--- src/hw/rtl/six_axis_moving_average_unit_defines.svh ---
// assertion macros for the six-axis moving average unit
`ifndef SIX_AXIS_MOVING_AVERAGE_UNIT_DEFINES_SVH
`define SIX_AXIS_MOVING_AVERAGE_UNIT_DEFINES_SVH

// condition must hold in the same cycle as the trigger
`define SMAA_ASSERT_SAME(label, clk, rst, trig, cond) \
   label: assert property (@(posedge clk) disable iff (rst) (trig) |-> (cond)) \
      else $error("smaa check failed: same-cycle condition");

// condition must hold in the cycle after the trigger
`define SMAA_ASSERT_NEXT(label, clk, rst, trig, cond) \
   label: assert property (@(posedge clk) disable iff (rst) (trig) |=> (cond)) \
      else $error("smaa check failed: next-cycle condition");

`endif

--- src/hw/rtl/smaa_pkg.sv ---
// shared constants, types and the reciprocal table of the moving average unit
`default_nettype none

package smaa_pkg;

   localparam int WINDOW_MAX   = 16;
   localparam int SAMPLE_BITS  = 16;
   localparam int AXES         = 6;
   localparam int SLOT_BITS    = $clog2(WINDOW_MAX);
   localparam int COUNT_BITS   = $clog2(WINDOW_MAX + 1);
   localparam int SUM_BITS     = SAMPLE_BITS + SLOT_BITS;
   localparam int RECIP_SHIFT  = 24;
   localparam int RECIP_BITS   = RECIP_SHIFT + 1;
   localparam int PROD_BITS    = SUM_BITS + RECIP_BITS;
   localparam int BEAT_BITS    = AXES * SAMPLE_BITS;

   localparam logic [COUNT_BITS-1:0] LEN_RESET = COUNT_BITS'(10);
   localparam logic [COUNT_BITS-1:0] LEN_MAX   = COUNT_BITS'(WINDOW_MAX);
   localparam logic [COUNT_BITS-1:0] LEN_MIN   = COUNT_BITS'(1);

   // ceil(2**24 / d) for d = 1 .. 16, exact floor for sums up to 2**20
   localparam logic [RECIP_BITS-1:0] RECIP_TABLE [0:WINDOW_MAX] = '{
      25'd0,
      25'd16777216, 25'd8388608,  25'd5592406,  25'd4194304,
      25'd3355444,  25'd2796203,  25'd2396746,  25'd2097152,
      25'd1864136,  25'd1677722,  25'd1525202,  25'd1398102,
      25'd1290556,  25'd1198373,  25'd1118482,  25'd1048576
   };

   // sequencer to lane control bundle
   typedef struct packed {
      logic                  accept;
      logic                  clear;
      logic                  full;
      logic [SLOT_BITS-1:0]  slot;
      logic                  acc_en;
      logic                  abs_en;
      logic                  mul_en;
      logic [RECIP_BITS-1:0] recip;
   } lane_ctl_type;

   typedef logic signed [SAMPLE_BITS-1:0] sample_type;

endpackage

`default_nettype wire

--- src/hw/rtl/smaa_lane.sv ---
// one axis lane: sample history, running sum, magnitude and reciprocal divide
`default_nettype none

module smaa_lane (
   input  wire                      clock,
   input  wire                      reset,
   input  smaa_pkg::lane_ctl_type   ctl,
   input  smaa_pkg::sample_type     sample_in,
   output smaa_pkg::sample_type     mean_out
);
   import smaa_pkg::*;

   sample_type                   hist_mem [WINDOW_MAX];
   sample_type                   hist_rd_ff;
   sample_type                   sample_ff;
   logic signed [SUM_BITS-1:0]   sum_ff;
   logic signed [SUM_BITS-1:0]   sum_in;
   logic [SUM_BITS-1:0]          mag_ff;
   logic [SUM_BITS-1:0]          mag_in;
   logic                         neg_ff;
   logic [PROD_BITS-1:0]         prod;
   logic [SAMPLE_BITS-1:0]       quot_ff;

   // history ring: old entry read out as the new one goes in
   always_ff @(posedge clock) begin
      if (ctl.accept) begin
         hist_mem[ctl.slot] <= sample_in;
         hist_rd_ff         <= hist_mem[ctl.slot];
         sample_ff          <= sample_in;
      end
   end

   // running sum, oldest sample dropped once the window is full
   always_comb begin
      sum_in = sum_ff + SUM_BITS'(sample_ff);
      if (ctl.full) begin
         sum_in = sum_in - SUM_BITS'(hist_rd_ff);
      end
   end

   always_ff @(posedge clock) begin
      if (reset || ctl.clear) begin
         sum_ff <= '0;
      end else if (ctl.acc_en) begin
         sum_ff <= sum_in;
      end
   end

   // sign and magnitude of the sum
   assign mag_in = sum_ff[SUM_BITS-1] ? SUM_BITS'(-sum_ff) : SUM_BITS'(sum_ff);

   always_ff @(posedge clock) begin
      if (ctl.abs_en) begin
         mag_ff <= mag_in;
         neg_ff <= sum_ff[SUM_BITS-1];
      end
   end

   // divide by the fill count through its reciprocal
   assign prod = {{RECIP_BITS{1'b0}}, mag_ff} * {{SUM_BITS{1'b0}}, ctl.recip};

   always_ff @(posedge clock) begin
      if (ctl.mul_en) begin
         quot_ff <= prod[RECIP_SHIFT +: SAMPLE_BITS];
      end
   end

   // restore the sign, truncation toward zero
   assign mean_out = neg_ff ? sample_type'(~quot_ff + 1'b1) : sample_type'(quot_ff);

endmodule

`default_nettype wire

--- config.mk ---
export PLATFORM = sky130hd
export DESIGN_NAME = smaa_lane
export DESIGN_NICKNAME = d
export VERILOG_FILES = /design/src/hw/rtl/six_axis_moving_average_unit_defines.svh /design/src/hw/rtl/smaa_pkg.sv /design/src/hw/rtl/smaa_lane.sv
export SDC_FILE = /design/constraint.sdc
export NUM_CORES = 2
export LEC_CHECK = 0
export ABC_AREA = 1
export BUFFER_PORTS_ARGS = -buffer_cell sky130_fd_sc_hd__buf_4
export CAP_MARGIN = 20
export CORE_MARGIN = 1.5
export CORE_UTILIZATION = 55
export DETAILED_ROUTE_END_ITERATION = 12
export PLACE_DENSITY = 0.67
export SLEW_MARGIN = 5
export SYNTH_ARGS = -nofsm -noshare
export SYNTH_HDL_FRONTEND = slang
export SYNTH_SLANG_ARGS = --single-unit
--- constraint.sdc ---
create_clock -name clock -period 7.65 [get_ports clock]
set_input_delay 0.765 -clock clock [delete_from_list [all_inputs] [get_ports clock]]
set_output_delay 0.765 -clock clock [all_outputs]
set_load 0.1 [all_outputs]
==> metrics <==
gr usage total 27.8%; CP startpoint mag_ff[8]$_DFFE_PP_; hold path endpoint hist_mem[4][14]$_DFFE_PP_; commonest cells after routing, fill and taps aside inv_1, nand2_1, fa_1; Max Slew Vio Count 0; number of diodes 0; leading cell type in the layout, fill and taps excluded inv_1; sequential area share after synthesis 31.6%; relative slew slack 32.0%; status completed; Clock Sinks 345; Fill cells 5,110; die height 245 um; drt pass-1 iters 5; Vias/cell 5.30; I/O Buffers 68; grt ovf 0; post-route cell area 0.0342 mm^2; worst skew pair latency 0.57 ns; Crit-path slowest cell edfxtp_1; Bufs on Longest Clock Path 3; post-route minimum period 6.74 ns; worst r2r src mag_ff[8]$_DFFE_PP_; Worst Setup End Kind flop; # DRC 0; Cell Area, Placed 0.0333 mm^2; Worst Path Required 7.97 ns; cell mode on critical path fa_1; largest net degree at the start of global routing 66; initial antenna violation count 1; wire per inst 18.2 um; final hold violations 0; flops & latches, synth 345; Root Buffer clkbuf_16; Crit path buffers/inverters 6; ys flop type edfxtp_1; Die X 245 um; Final WS setup 0.906 ns; CP cell instances buf_4, nand2_1, inv_1, fa_1, inv_1, fa_1, fa_1, inv_1, fa_1, fa_1, fa_1, inv_1, fa_1, inv_1, ha_1, a21oi_1, o21a_1, a21boi_0, o21ai_0, nand2_1, nand3_1, xor2_1; total die area 0.0599 mm^2; worst slew pin tran 1.02 ns; max cap viols 0; Gate Count Post-Synth 3,596; R2R cell count 22; Vias 23,209; worst reg-to-reg setup slack 0.91 ns; Final #Nets 4,210; CTS tree done; HP Class input port to flop; family with the most delay on the worst path adder cells; Routed Antenna Nets 0; Seq. cell area 0.0102 mm^2; syn_nets 4,214; global-route wire length before repair 129,000 um; CTS clk-pin slew, worst paths 0.07 ns; Worst R2R End quot_ff[12]$_DFFE_PP_; Placement Rows 88; RSZ-0062 raised after global routing false; Routability Congestion 0.968; worst hold stages 1; Synth cell types 45; CP startpoint kind flop; post-detail-place hpwl 60,900 um; core area 0.0577 mm^2; min-delay src sample_in[14]; initial DRC count 1,683; Routed WL 79,900 um; CTS buffer count 31; final period utilization 88.2%; Max Clk Rate 148 MHz; mapped cell area 0.0321 mm^2; H-tree Lvls 1; starting density of the core 55.7%; Yosys warning total 0; setup violators final 0; post-synthesis average cell area 8.93 um^2; Post-CTS Repair Setup Buffers 0; area of the multi-input gates 0.0179 mm^2; clk_skew 0.0133 ns; Post-synth EDFFs 325; slowest stage delay, CP 0.84 ns; post-cts resize count 0; worst slack at placement 0.870 ns; layout cells sized above 1 5.72%; setup_tns 0 ns; IO Pins 69; Syn-to-layout area delta 6.60%; vias in the first global route 23,631; Hold Buf Count CTS 0; crit path DAT 7.06 ns; ys async rst share 0%; Critical Path Fanout Max 10; kind of critical path flop to flop
==> state kept, by name, indices dropped and copies added (netlist names) <==
signal and flops:
sum_ff 20, hist_mem 256, hist_rd_ff 16, mag_ff 20
quot_ff 16, neg_ff 1, sample_ff 16
==> final cells by class <==
| type | instances | area share [%] |
|---|---|---|
| Clock buffer | 38 | 2.34 |
| Timing Repair Buffer | 115 | 2.56 |
| Tap cell | 765 | 2.80 |
| Sequential cell | 345 | 29.7 |
| Clock inverter | 20 | 0.468 |
| Multi-Input combinational cell | 2199 | 52.3 |
| Inverter | 900 | 9.86 |
==> Yosys cell counts, types with 20 or more instances <==
cell | number | area [um^2]
a21oi_1 | 156 | 781
a22oi_1 | 103 | 773
a22oi_2 | 25 | 313
clkbuf_1 | 116 | 435
dfxtp_1 | 20 | 400
edfxtp_1 | 325 | 9760
fa_1 | 403 | 8070
ha_1 | 162 | 2030
inv_1 | 895 | 3360
nand2_1 | 858 | 3220
nand3_1 | 93 | 465
nand4_1 | 21 | 131
nor2_1 | 162 | 608
o21ai_0 | 45 | 225
xnor2_1 | 23 | 201
xor2_1 | 39 | 342
==> logic make-up (layout without fill, tap and decap cells) <==
logic type                 count (synthesis)  after routing  share of synthesized area (%)
AOI/OAI and AO/OA                        380            380                           7.67
xor gates and xnor gates                  62             62                           1.69
adders and majority gates                565            565                           31.4
buffers and inverters                   1052           1073                           12.7
DFF                                      345            345                           31.6
and+or+nand+nor                         1192           1192                           14.9
==> per-layer routing <==
layer | up-vias | GRT usage, % | routed length [um]
met5 | - | 0 | 12
met4 | 2 | 9.13 | 2630
met3 | 130 | 2.69 | 4660
met2 | 742 | 48.1 | 39600
met1 | 11336 | 36.8 | 33000
li1 | 10999 | - | -
==> worst max-delay path by stage <==
stage                             to  slack, ns  cells after the start
6_report       quot_ff[12]$_DFFE_PP_       0.91                     22
2_1_floorplan  quot_ff[10]$_DFFE_PP_       1.32                     23
4_1_cts        quot_ff[12]$_DFFE_PP_       0.91                     22
3_3_place_gp   quot_ff[12]$_DFFE_PP_       0.88                     22
5_1_grt        quot_ff[12]$_DFFE_PP_       0.64                     22
3_5_place_dp   quot_ff[12]$_DFFE_PP_       0.87                     22
==> per-stage QoR <==
stage | hold WS (ns) | util [%] | cells
floorplan | 0.480 | - | 3596
global placement | 0.541 | 57.7 | 4323
detailed placement | 0.540 | 57.7 | 4323
CTS | 0.480 | 59.3 | 4381
global route | 0.497 | 59.4 | 4382
finish | 0.502 | 59.4 | 4382
Power is left out: the tool's default activity adds up to more than one toggle a clock period on the data nets, which glitch-free logic cannot reach.
