===== src/hw/rtl/six_axis_moving_average_unit_defines.svh =====
// assertion macros for the six-axis moving average unit
`ifndef SIX_AXIS_MOVING_AVERAGE_UNIT_DEFINES_SVH
`define SIX_AXIS_MOVING_AVERAGE_UNIT_DEFINES_SVH

// condition must hold in the same cycle as the trigger
`define SMAA_ASSERT_SAME(label, clk, rst, trig, cond) \
   label: assert property (@(posedge clk) disable iff (rst) (trig) |-> (cond)) \
      else $error("smaa check failed: same-cycle condition");

// condition must hold in the cycle after the trigger
`define SMAA_ASSERT_NEXT(label, clk, rst, trig, cond) \
   label: assert property (@(posedge clk) disable iff (rst) (trig) |=> (cond)) \
      else $error("smaa check failed: next-cycle condition");

`endif


===== src/hw/rtl/smaa_pkg.sv =====
// shared constants, types and the reciprocal table of the moving average unit
`default_nettype none

package smaa_pkg;

   localparam int WINDOW_MAX   = 16;
   localparam int SAMPLE_BITS  = 16;
   localparam int AXES         = 6;
   localparam int SLOT_BITS    = $clog2(WINDOW_MAX);
   localparam int COUNT_BITS   = $clog2(WINDOW_MAX + 1);
   localparam int SUM_BITS     = SAMPLE_BITS + SLOT_BITS;
   localparam int RECIP_SHIFT  = 24;
   localparam int RECIP_BITS   = RECIP_SHIFT + 1;
   localparam int PROD_BITS    = SUM_BITS + RECIP_BITS;
   localparam int BEAT_BITS    = AXES * SAMPLE_BITS;

   localparam logic [COUNT_BITS-1:0] LEN_RESET = COUNT_BITS'(10);
   localparam logic [COUNT_BITS-1:0] LEN_MAX   = COUNT_BITS'(WINDOW_MAX);
   localparam logic [COUNT_BITS-1:0] LEN_MIN   = COUNT_BITS'(1);

   // ceil(2**24 / d) for d = 1 .. 16, exact floor for sums up to 2**20
   localparam logic [RECIP_BITS-1:0] RECIP_TABLE [0:WINDOW_MAX] = '{
      25'd0,
      25'd16777216, 25'd8388608,  25'd5592406,  25'd4194304,
      25'd3355444,  25'd2796203,  25'd2396746,  25'd2097152,
      25'd1864136,  25'd1677722,  25'd1525202,  25'd1398102,
      25'd1290556,  25'd1198373,  25'd1118482,  25'd1048576
   };

   // sequencer to lane control bundle
   typedef struct packed {
      logic                  accept;
      logic                  clear;
      logic                  full;
      logic [SLOT_BITS-1:0]  slot;
      logic                  acc_en;
      logic                  abs_en;
      logic                  mul_en;
      logic [RECIP_BITS-1:0] recip;
   } lane_ctl_type;

   typedef logic signed [SAMPLE_BITS-1:0] sample_type;

endpackage

`default_nettype wire


===== src/hw/rtl/smaa_ctrl.sv =====
// sequencer: window length, fill count, ring slot and stage enables
`default_nettype none

module smaa_ctrl (
   input  wire                                   clock,
   input  wire                                   reset,
   input  wire                                   accept,
   input  wire                                   csr_write,
   input  wire  [smaa_pkg::COUNT_BITS-1:0]       csr_len,
   input  wire                                   out_free,
   output logic                                  idle,
   output logic                                  load_out,
   output smaa_pkg::lane_ctl_type                ctl
);
   import smaa_pkg::*;

   typedef enum logic [4:0] {
      ST_IDLE = 5'b00001,
      ST_ACC  = 5'b00010,
      ST_ABS  = 5'b00100,
      ST_MUL  = 5'b01000,
      ST_DONE = 5'b10000
   } state_type;

   state_type                state_ff;
   state_type                state_in;
   logic [COUNT_BITS-1:0]    len_ff;
   logic [COUNT_BITS-1:0]    len_in;
   logic [COUNT_BITS-1:0]    fill_ff;
   logic [SLOT_BITS-1:0]     slot_ff;
   logic                     full_ff;
   logic                     full_now;
   logic [COUNT_BITS-1:0]    slot_next;
   logic [RECIP_BITS-1:0]    recip_ff;

   // clamp the written window length to 1 .. WINDOW_MAX
   always_comb begin
      len_in = csr_len;
      if (csr_len == '0) begin
         len_in = LEN_MIN;
      end else if (csr_len > LEN_MAX) begin
         len_in = LEN_MAX;
      end
   end

   assign full_now  = (fill_ff == len_ff);
   assign slot_next = {1'b0, slot_ff} + COUNT_BITS'(1);

   // window length register
   always_ff @(posedge clock) begin
      if (reset) begin
         len_ff <= LEN_RESET;
      end else if (csr_write) begin
         len_ff <= len_in;
      end
   end

   // fill count and ring slot, cleared by a length write
   always_ff @(posedge clock) begin
      if (reset || csr_write) begin
         fill_ff <= '0;
         slot_ff <= '0;
         full_ff <= 1'b0;
      end else if (accept) begin
         full_ff <= full_now;
         if (!full_now) begin
            fill_ff <= fill_ff + COUNT_BITS'(1);
         end
         if (slot_next >= len_ff) begin
            slot_ff <= '0;
         end else begin
            slot_ff <= slot_next[SLOT_BITS-1:0];
         end
      end
   end

   // reciprocal of the new fill count
   always_ff @(posedge clock) begin
      if (state_ff == ST_ACC) begin
         recip_ff <= RECIP_TABLE[fill_ff];
      end
   end

   // stage sequencer
   always_comb begin
      state_in = state_ff;
      unique case (state_ff)
         ST_IDLE: begin
            if (accept) begin
               state_in = ST_ACC;
            end
         end
         ST_ACC:  state_in = ST_ABS;
         ST_ABS:  state_in = ST_MUL;
         ST_MUL:  state_in = ST_DONE;
         ST_DONE: begin
            if (out_free) begin
               state_in = ST_IDLE;
            end
         end
         default: state_in = ST_IDLE;
      endcase
   end

   always_ff @(posedge clock) begin
      if (reset) begin
         state_ff <= ST_IDLE;
      end else begin
         state_ff <= state_in;
      end
   end

   // outputs
   assign idle       = (state_ff == ST_IDLE);
   assign load_out   = (state_ff == ST_DONE) && out_free;
   assign ctl.accept = accept;
   assign ctl.clear  = csr_write;
   assign ctl.full   = full_ff;
   assign ctl.slot   = slot_ff;
   assign ctl.acc_en = (state_ff == ST_ACC);
   assign ctl.abs_en = (state_ff == ST_ABS);
   assign ctl.mul_en = (state_ff == ST_MUL);
   assign ctl.recip  = recip_ff;

endmodule

`default_nettype wire


===== config.mk =====
export PLATFORM = sky130hd
export DESIGN_NAME = smaa_ctrl
export DESIGN_NICKNAME = d
export VERILOG_FILES = /design/src/hw/rtl/six_axis_moving_average_unit_defines.svh /design/src/hw/rtl/smaa_pkg.sv /design/src/hw/rtl/smaa_ctrl.sv
export SDC_FILE = /design/constraint.sdc
export NUM_CORES = 1
export LEC_CHECK = 0
export BUFFER_PORTS_ARGS = -buffer_cell sky130_fd_sc_hd__buf_4
export CORE_MARGIN = 4
export CORE_UTILIZATION = 55
export DETAILED_ROUTE_END_ITERATION = 8
export PLACE_DENSITY = 0.85
export SYNTH_ARGS = -nofsm -noshare
export SYNTH_HDL_FRONTEND = slang
export SYNTH_SLANG_ARGS = --single-unit

===== constraint.sdc =====
create_clock -name clock -period 2 [get_ports clock]
set_input_delay 0.1 -clock clock [delete_from_list [all_inputs] [get_ports clock]]
set_output_delay 0.1 -clock clock [all_outputs]
set_load 0.05 [all_outputs]

==> flow_summary_export.csv, run 1 <==
group,metric,value,unit
outcome,status,"completed",
global_routing,grt_max_degree,27,
power,ir_worst_vdd,0.471,mV
yosys,syn_nets,280,
setup_path,cp-end-kind,"flop",
routing,first_pass_iters,5,
routing,vias_per_cell,5.71,
clock_tree,clk_latency,0.29,ns
clock_tree,cts_max_level,2,
timing,layout_min_cycle_time,1.87,ns
place,dpl_cell_area,2780,µm²
yosys,synth_seq_cells,43,
yosys,ys_seq_area_frac,0.451,
final_layout,drive_gt1_frac,0.240,
yosys,synth_area_per_cell,9.42,µm²
setup_path,crit_slowest_cell,"a2111oi_4",
timing,worstMarginPinSlew,0.500,ns
clock_tree,cts_resized,0,
clock_tree,cts.path.max_buffers,2,
setup_path,cp_common_cell,"ha_1",
clock_tree,cts_root_buffer,"clkbuf_8",
final_layout,seq_area,1090,µm²
power,p_leak,1.25,nW
setup_path,path_cells,"ha_1, and3_1, ha_1, a2111oi_4, o21ai_2, o21ai_0",
timing,rsz0062_at_grt,"no",
yosys,netlist-cell-type-count,52,
setup_path,r2r_cells,6,
final_layout,finalNetCount,322,
timing,hold_viol,0,
global_routing,grt_antenna_before_repair,0,
power,cellPowerDensity,700,nW/µm²
setup_path,critical_path.startpoint_type,"flop",
yosys,synth.area.top_cells,"edfxtp_1, dfxtp_1, ha_1, nand2_1, a21oi_1",
timing,timing.final.crit_share,0.934,
global_routing,grt_pass1_wl,8.03,mm
routing,drt_iter0_drc,152,
floorplanning,fp.coreArea,4120,µm²
routing,via_count,1997,
routing,drc,0,
final_layout,final_util,0.711,
clock_tree,cts_tree,"yes",
final_layout,multi_input_area,1160,µm²
timing,fmax,0.535,GHz
floorplanning,pin_count,47,
routing,wl_per_cell,13.7,µm
timing,final.setup.tns,0,ns
setup_path,crit_family,"compound AO/OA/AOI/OAI gates",
yosys,synth_edf_count,23,
place,gp_congestion,0.838,
routing,routed_wl,4.81,mm
power,total_power,2.05,mW
final_layout,layout_common_cells,"buf_4, nand2_1, edfxtp_1",
floorplanning,die_x,74.3,µm
clock_tree,postCtsHoldBufs,0,
timing,setup_viol,0,
setup_path,cp_max_fo,6,
place,dp_hpwl,3.57,mm
clock_tree,cts_buffers,5,
setup_path,required,2.21,ns
floorplanning,die_y,74.3,µm
place,io_buffer_count,46,
yosys,yosysTopAreaCell,"edfxtp_1",
final_layout,nFillCells,317,
yosys,async_flop_share,0,
setup_path,worst-path-buf-inv,0,
clock_tree,cts.clk_slew.worst_paths,0.08,ns
setup_path,cp.arrival,2.08,ns
floorplanning,start_util,0.588,
global_routing,grt_pass1_vias,1788,
setup_path,critPathMaxStageDelay,0.38,ns
yosys,synth.top_cell.area_share,0.285,
min_path,hold_depth,2,
floorplanning,rows,23,
timing,skew,0.00524,ns
final_layout,final_common_cell,"buf_4",
clock_tree,clkSinkCount,43,
final_layout,area_growth,20.8,%
final_layout,fin_area,2920,µm²
setup_path,cp.depth,6,
job,maxCapViolations,0,
yosys,syn_area,2420,µm²
routing,ant_nets,0,
timing,finalMaxSlewViolations,0,
global_routing,track_usage,0.185,
timing,relSlewSlack,0.667,
yosys,yosys_warnings,0,
min_path,hold_path.class,"in -> reg",
yosys,synthFlopType,"edfxtp_1",
setup_path,path_class,"reg -> reg",
global_routing,grt_overflow,0,
final_layout,diodes,0,
clock_tree,post-cts-setup-buffers,0,
yosys,syn_inst,257,
floorplanning,dieArea,5530,µm²
-- per-stage QoR --
stage | hold slack [ns] | setup WS (ns) | cells
final | 0.0345 | 0.132 | 350
after detailed placement | 0.336 | 0.111 | 342
after CTS | 0.0312 | 0.0885 | 350
after global placement | 0.332 | 0.196 | 342
after global routing | 0.0404 | 0.00466 | 350
after floorplan | 0.234 | 0.00420 | 257
-- registers in the layout, indices dropped and copies added, names as in the netlist --
signal	count
recip_ff	23
fill_ff	5
len_ff	5
state_ff	5
slot_ff	4
full_ff	1
-- per-layer routing --
metal	share of wire	GRT usage	vias to the layer above
li1	-	-	996
met1	0.42	0.232	917
met2	0.49	0.316	77
met3	0.080	0.0432	7
met4	0.011	0.0573	0
met5	0	0	-
-- worst register-to-register path: stages, from the launching register on --
cell and delay, ns:
dfxtp_2 0.35, ha_1 0.24, and3_1 0.19, ha_1 0.32, a2111oi_4 0.38, o21ai_2 0.13, o21ai_0 0.17
-- cell usage after synthesis, types with 2 or more instances --
master,number
a211oi_1,2
a21oi_1,18
a221o_1,2
a31oi_1,3
and2_1,2
and3_1,5
buf_2,3
buf_4,6
buf_6,2
clkbuf_1,8
dfxtp_1,20
edfxtp_1,23
ha_1,13
inv_1,16
mux2i_1,5
nand2_1,30
nand2b_1,4
nand3_1,5
nand3b_1,2
nor2_1,18
nor2b_1,2
nor3_1,9
nor3b_1,2
nor4_1,6
nor4b_1,2
o211a_1,3
o211ai_1,4
o21ai_0,11
o311ai_0,2
or2_2,2
or3_1,2
xnor2_1,3
xor2_1,3
-- report_power, final --
part           internal [mW]  total, mW  switching [mW]
Combinational          0.106      0.289           0.183
Sequential             0.949      0.969          0.0197
Clock                  0.499      0.789           0.289
-- final timing paths --
check	start	to	slack, ns
setup / recovery	slot_ff[0]	slot_ff[0]	0.13
hold / removal	csr_len[1]	len_ff[1]	0.03
hold reg to reg	full_ff	full_ff	0.49
setup reg to reg	slot_ff[0]	slot_ff[0]	0.13
-- cells by family (layout without fill, tap and decap cells) --
logic type / Yosys count / after routing / share of synthesized area
buffers and inverters: 37 / 80 / 0.0749
and+or+nand+nor: 96 / 96 / 0.201
xor gates and xnor gates: 7 / 7 / 0.0284
AOI/OAI and AO/OA: 56 / 56 / 0.158
adders and majority gates: 13 / 13 / 0.0672
DFF: 43 / 43 / 0.451
muxes: 5 / 5 / 0.0207
-- final cells by class --
class / count / area share
Multi-Input combinational cell: 177 / 0.396
Sequential cell: 43 / 0.374
Timing Repair Buffer: 55 / 0.141
Clock buffer: 6 / 0.0248
Inverter: 17 / 0.0218
Tap cell: 50 / 0.0214
Clock inverter: 2 / 0.0205
Note: power is estimated with default switching activity, not from simulation.
==> run 2, diff against run 1 <==
- REMOVE_ABC_BUFFERS: unset -> 1
==> flow_summary_export.csv, run 2 (synthesized netlist as in run 1, its figures left out) <==
group,metric,value,unit
outcome,status,"completed",
routing,wl_per_cell,14.6,µm
final_layout,drive_gt1_frac,0.241,
clock_tree,post-cts-setup-buffers,0,
clock_tree,clkSinkCount,43,
global_routing,grtUsageMet2,0.343,
power,pwr-share-clk,0.388,
clock_tree,clk_latency,0.29,ns
timing,finalMaxSlewViolations,0,
power,comb_power_share,0.140,
setup_path,cp_max_fo,6,
setup_path,cp.arrival,2.10,ns
routing,drt_iter0_drc,223,
timing,rsz0062_at_grt,"no",
timing,relSlewSlack,0.651,
routing,vias_per_cell,5.75,
min_path,hold_path.class,"in -> reg",
setup_path,cp-end-kind,"flop",
timing,skew,0.00225,ns
clock_tree,cts_tree,"yes",
place,dp_hpwl,3.67,mm
global_routing,grt_overflow,0,
setup_path,r2r_end,"slot_ff[2]",
final_layout,regMostFlops,"recip_ff",
routing,first_pass_iters,5,
final_layout,layout_common_cells,"buf_4, nand2_1, edfxtp_1",
setup_path,critical_path.startpoint_type,"flop",
timing,worstMarginPinSlew,0.524,ns
place,io_buffer_count,46,
final_layout,largest_reg_flops,23,
clock_tree,cts.clk_slew.worst_paths,0.08,ns
timing,layout_min_cycle_time,1.88,ns
power,power_frac_seq,0.471,
power,ir_worst_vdd,0.430,mV
timing,timing.final.crit_share,0.940,
power,power.switching,0.507,mW
global_routing,use_met3,0.0446,
floorplanning,die_x,74.3,µm
power,cellPowerDensity,705,nW/µm²
clock_tree,cts_max_level,2,
floorplanning,pin_count,47,
timing,setup_ws,0.120,ns
clock_tree,cts.path.max_buffers,2,
final_layout,diodes,0,
timing,setup_viol,0,
floorplanning,fp.coreArea,4120,µm²
final_layout,final_common_cell,"buf_4",
clock_tree,cts_root_buffer,"clkbuf_8",
setup_path,regToRegSetupSlack,0.12,ns
routing,routed_wl,5.09,mm
global_routing,grt_use_met1,0.231,
setup_path,r2r_cells,6,
global_routing,grt_pass1_vias,1834,
global_routing,grt_pass1_wl,8.31,mm
clock_tree,cts_buffers,5,
place,pre_cts_slack,0.0888,ns
routing,drc,0,
place,gp_congestion,0.844,
min_path,min_from,"csr_len[1]",
min_path,hold_depth,2,
setup_path,timing.critical_path.from,"slot_ff[0]",
final_layout,finalNetCount,321,
final_layout,area_growth,20.7,%
floorplanning,start_util,0.588,
timing,fmax,0.532,GHz
min_path,min_to,"len_ff[1]",
power,p_leak,1.25,nW
floorplanning,die_y,74.3,µm
job,maxCapViolations,0,
global_routing,grt_max_degree,27,
global_routing,grt_antenna_before_repair,0,
power,sw_frac_of_total,0.246,
floorplanning,dieArea,5530,µm²
floorplanning,rows,23,
routing,ant_nets,0,
routing,via_count,2006,
timing,hold_viol,0,
global_routing,busiest_layer,"met2",
final_layout,final_util,0.710,
setup_path,rr_startpoint,"slot_ff[0]",
power,intPower,1.55,mW
final_layout,nFillCells,322,
global_routing,track_usage,0.192,
setup_path,path_class,"reg -> reg",
setup_path,required,2.22,ns
## run 2: how the worst max path moves through the flow
| stage | endpoint | slack [ns] | cells past startpoint |
|---|---|---|---|
| detailed placement | slot_ff[0] | 0.09 | 6 |
| CTS | ctl[27] | 0.04 | 4 |
| global route | slot_ff[0] | 0.01 | 6 |
| finish | slot_ff[2] | 0.12 | 6 |
| floorplan | slot_ff[2] | -0.08 | 6 |
| global placement | slot_ff[2] | 0.17 | 6 |
## run 2: repair_timing
| action | in CTS | in global routing |
|---|---|---|
| hold buffers | 0 | 0 |
| setup endpoints to repair | 0 | 4 |
| resized for setup | 0 | 6 |
## run 2: through the flow
| stage | cell area [µm²] | instances | hold WS [ns] | power [mW] | TNS (ns) |
|---|---|---|---|---|---|
| after floorplan | 2300 | 237 | 0.169 | 1.17 | -1.09 |
| after CTS | 2900 | 349 | 0.0238 | 2.06 | 0 |
| after global routing | 2920 | 349 | 0.0286 | 2.15 | 0 |
| final | 2920 | 349 | 0.0297 | 2.06 | 0 |
| after global placement | 2770 | 341 | 0.334 | 1.26 | 0 |
| after detailed placement | 2770 | 341 | 0.333 | 1.27 | 0 |
## run 2: routing by layer
metal | share of wire | vias to the layer above
met5 | 0 | -
met4 | 0.0047 | 0
met3 | 0.086 | 7
met2 | 0.52 | 92
met1 | 0.39 | 913
li1 | - | 994
## run 2: layout make-up
| type | count | area [µm²] | area share |
|---|---|---|---|
| Multi-Input combinational cell | 177 | 1170 | 0.399 |
| Sequential cell | 43 | 1090 | 0.374 |
| Timing Repair Buffer | 54 | 405 | 0.139 |
| Clock buffer | 6 | 72.6 | 0.0248 |
| Inverter | 17 | 63.8 | 0.0218 |
| Tap cell | 50 | 62.6 | 0.0214 |
| Clock inverter | 2 | 60.1 | 0.0205 |
## run 2: power by group through the flow
stage               Combinational (mW)  Clock [mW]  Sequential [mW]
floorplan                        0.149           0             1.02
global placement                 0.274           0            0.990
detailed placement               0.282           0            0.991
CTS                              0.284       0.809            0.970
global route                     0.316       0.854            0.975
finish                           0.289       0.799            0.971
## run 2: critical path: stages, from the launching register on
cell	delay (ns)
dfxtp_2	0.35
ha_2	0.21
and3_1	0.18
ha_1	0.33
a2111oi_4	0.43
o2111ai_1	0.18
o211ai_1	0.12
==> run 3, diff against run 2 <==
- CORE_UTILIZATION: 55 -> 59
- PLACE_DENSITY: 0.85 -> 0.9
- clock period: 2 -> 2.4 ns (I/O delays scaled with it)
==> flow_summary_export.csv, run 3 (synthesized netlist as in run 1, its figures left out) <==
group,metric,value,unit
setup_path,regToRegSetupSlack,0.47,ns
floorplanning,dieArea,5190,µm²
setup_path,crit_family,"compound AO/OA/AOI/OAI gates",
global_routing,grt_pass1_wl,8.13,mm
routing,vias_per_cell,5.79,
floorplanning,die_x,72.1,µm
setup_path,crit_slowest_cell,"dfxtp_1",
place,io_buffer_count,46,
clock_tree,postCtsHoldBufs,0,
final_layout,largest_reg_flops,23,
global_routing,track_usage,0.198,
final_layout,finalNetCount,318,
setup_path,r2r_cells,7,
setup_path,required,2.63,ns
clock_tree,cts.path.max_buffers,2,
min_path,hold_depth,2,
global_routing,grt_pass1_vias,1840,
place,dp_hpwl,3.62,mm
timing,finalMaxSlewViolations,0,
setup_path,r2r_end,"slot_ff[0]",
power,p_leak,1.23,nW
clock_tree,cts_buffers,5,
timing,timing.final.crit_share,0.805,
power,pwr-share-clk,0.390,
routing,routed_wl,4.90,mm
power,power.switching,0.413,mW
timing,skew,0.00781,ns
setup_path,critPathMaxStageDelay,0.42,ns
timing,setup_viol,0,
routing,first_pass_iters,4,
place,gp_congestion,0.845,
final_layout,layout_common_cells,"buf_4, nand2_1, edfxtp_1",
floorplanning,die_y,72.1,µm
final_layout,multi_input_area,1150,µm²
final_layout,final_common_cell,"buf_4",
timing,worstMarginPinSlew,0.539,ns
clock_tree,clkSinkCount,43,
floorplanning,rows,23,
timing,setup_ws,0.468,ns
setup_path,cp.arrival,2.16,ns
clock_tree,cts_root_buffer,"clkbuf_8",
routing,ant_nets,0,
routing,wl_per_cell,14.2,µm
setup_path,path_class,"reg -> reg",
power,intPower,1.29,mW
clock_tree,cts_max_level,2,
setup_path,cp_max_fo,6,
setup_path,rr_startpoint,"slot_ff[0]",
clock_tree,cts.clk_slew.worst_paths,0.08,ns
min_path,min_to,"len_ff[3]",
routing,via_count,2002,
global_routing,grt_max_degree,27,
clock_tree,cts_resized,0,
timing,layout_min_cycle_time,1.93,ns
final_layout,seq_area,1090,µm²
power,power_frac_seq,0.476,
power,sw_frac_of_total,0.243,
floorplanning,fp.coreArea,3970,µm²
setup_path,cp-end-kind,"flop",
outcome,status,"completed",
job,maxCapViolations,0,
routing,drc,0,
global_routing,grt_overflow,0,
final_layout,area_growth,19.0,%
power,comb_power_share,0.134,
timing,fmax,0.518,GHz
timing,final.setup.tns,0,ns
min_path,min_from,"csr_len[3]",
power,cellPowerDensity,590,nW/µm²
final_layout,diodes,0,
global_routing,grt_antenna_before_repair,0,
clock_tree,post-cts-setup-buffers,0,
timing,rsz0062_at_grt,"no",
final_layout,nFillCells,321,
setup_path,path_cells,"ha_1, xor2_1, ha_1, a21o_1, a31oi_1, o21ai_1, o21ai_0",
timing,relSlewSlack,0.640,
place,pre_cts_slack,0.482,ns
final_layout,regMostFlops,"recip_ff",
setup_path,worst-path-buf-inv,0,
routing,drt_iter0_drc,190,
power,ir_worst_vdd,0.440,mV
floorplanning,start_util,0.610,
min_path,hold_path.class,"in -> reg",
timing,hold_viol,0,
clock_tree,clk_latency,0.30,ns
floorplanning,pin_count,47,
final_layout,drive_gt1_frac,0.216,
setup_path,cp_common_cell,"ha_1",
clock_tree,cts_tree,"yes",
setup_path,critical_path.startpoint_type,"flop",
run 3: cell count changes in the layout (fill, tap and decap cells not counted):
cell     change
nor3_1       +1
ha_2         -1
ha_1         +1
dfxtp_1      +1
a31oi_2      -1
nor3_2       -1
buf_4        -3
o21ai_2      -1
dfxtp_2      -1
o21ai_0      +1
a31oi_1      +1
run 3: layout make-up:
type                            count  share of cell area
Clock buffer                        6              0.0252
Clock inverter                      2              0.0208
Inverter                           17              0.0221
Multi-Input combinational cell    177               0.399
Sequential cell                    43               0.379
Tap cell                           50              0.0217
Timing Repair Buffer               51               0.133
run 3: how the worst max path moves through the flow:
stage	from	to	slack [ns]	cells past startpoint
after floorplan	slot_ff[0]	slot_ff[2]	0.32	6
after global placement	slot_ff[0]	slot_ff[2]	0.58	6
after detailed placement	slot_ff[0]	slot_ff[0]	0.48	7
after CTS	slot_ff[0]	slot_ff[0]	0.46	7
after global routing	slot_ff[0]	slot_ff[0]	0.26	7
final	slot_ff[0]	slot_ff[0]	0.47	7
run 3: stage by stage:
step / hold slack (ns) / std cells / util / total power [mW] / instance area (µm²)
2_1_floorplan: 0.189 / 237 / - / 0.974 / 2300
3_3_place_gp: 0.353 / 338 / 0.692 / 1.05 / 2750
3_5_place_dp: 0.353 / 338 / 0.692 / 1.05 / 2750
4_1_cts: 0.0460 / 346 / 0.726 / 1.70 / 2880
5_1_grt: 0.0445 / 346 / 0.726 / 1.76 / 2880
6_report: 0.0520 / 346 / 0.726 / 1.70 / 2880
run 3: power groups by stage:
stage | Clock, mW | Combinational (mW) | Sequential, mW
6_report | 0.662 | 0.228 | 0.810
5_1_grt | 0.699 | 0.251 | 0.813
3_5_place_dp | 0 | 0.226 | 0.827
4_1_cts | 0.665 | 0.227 | 0.810
2_1_floorplan | 0 | 0.124 | 0.850
3_3_place_gp | 0 | 0.219 | 0.826
run 3: layer usage:
layer  vias to the layer above  global-route usage  share of wire
li1                        990                   -              -
met1                       930               0.242           0.42
met2                        71               0.326           0.49
met3                        11              0.0485          0.071
met4                         0              0.0960          0.019
met5                         -                   0              0
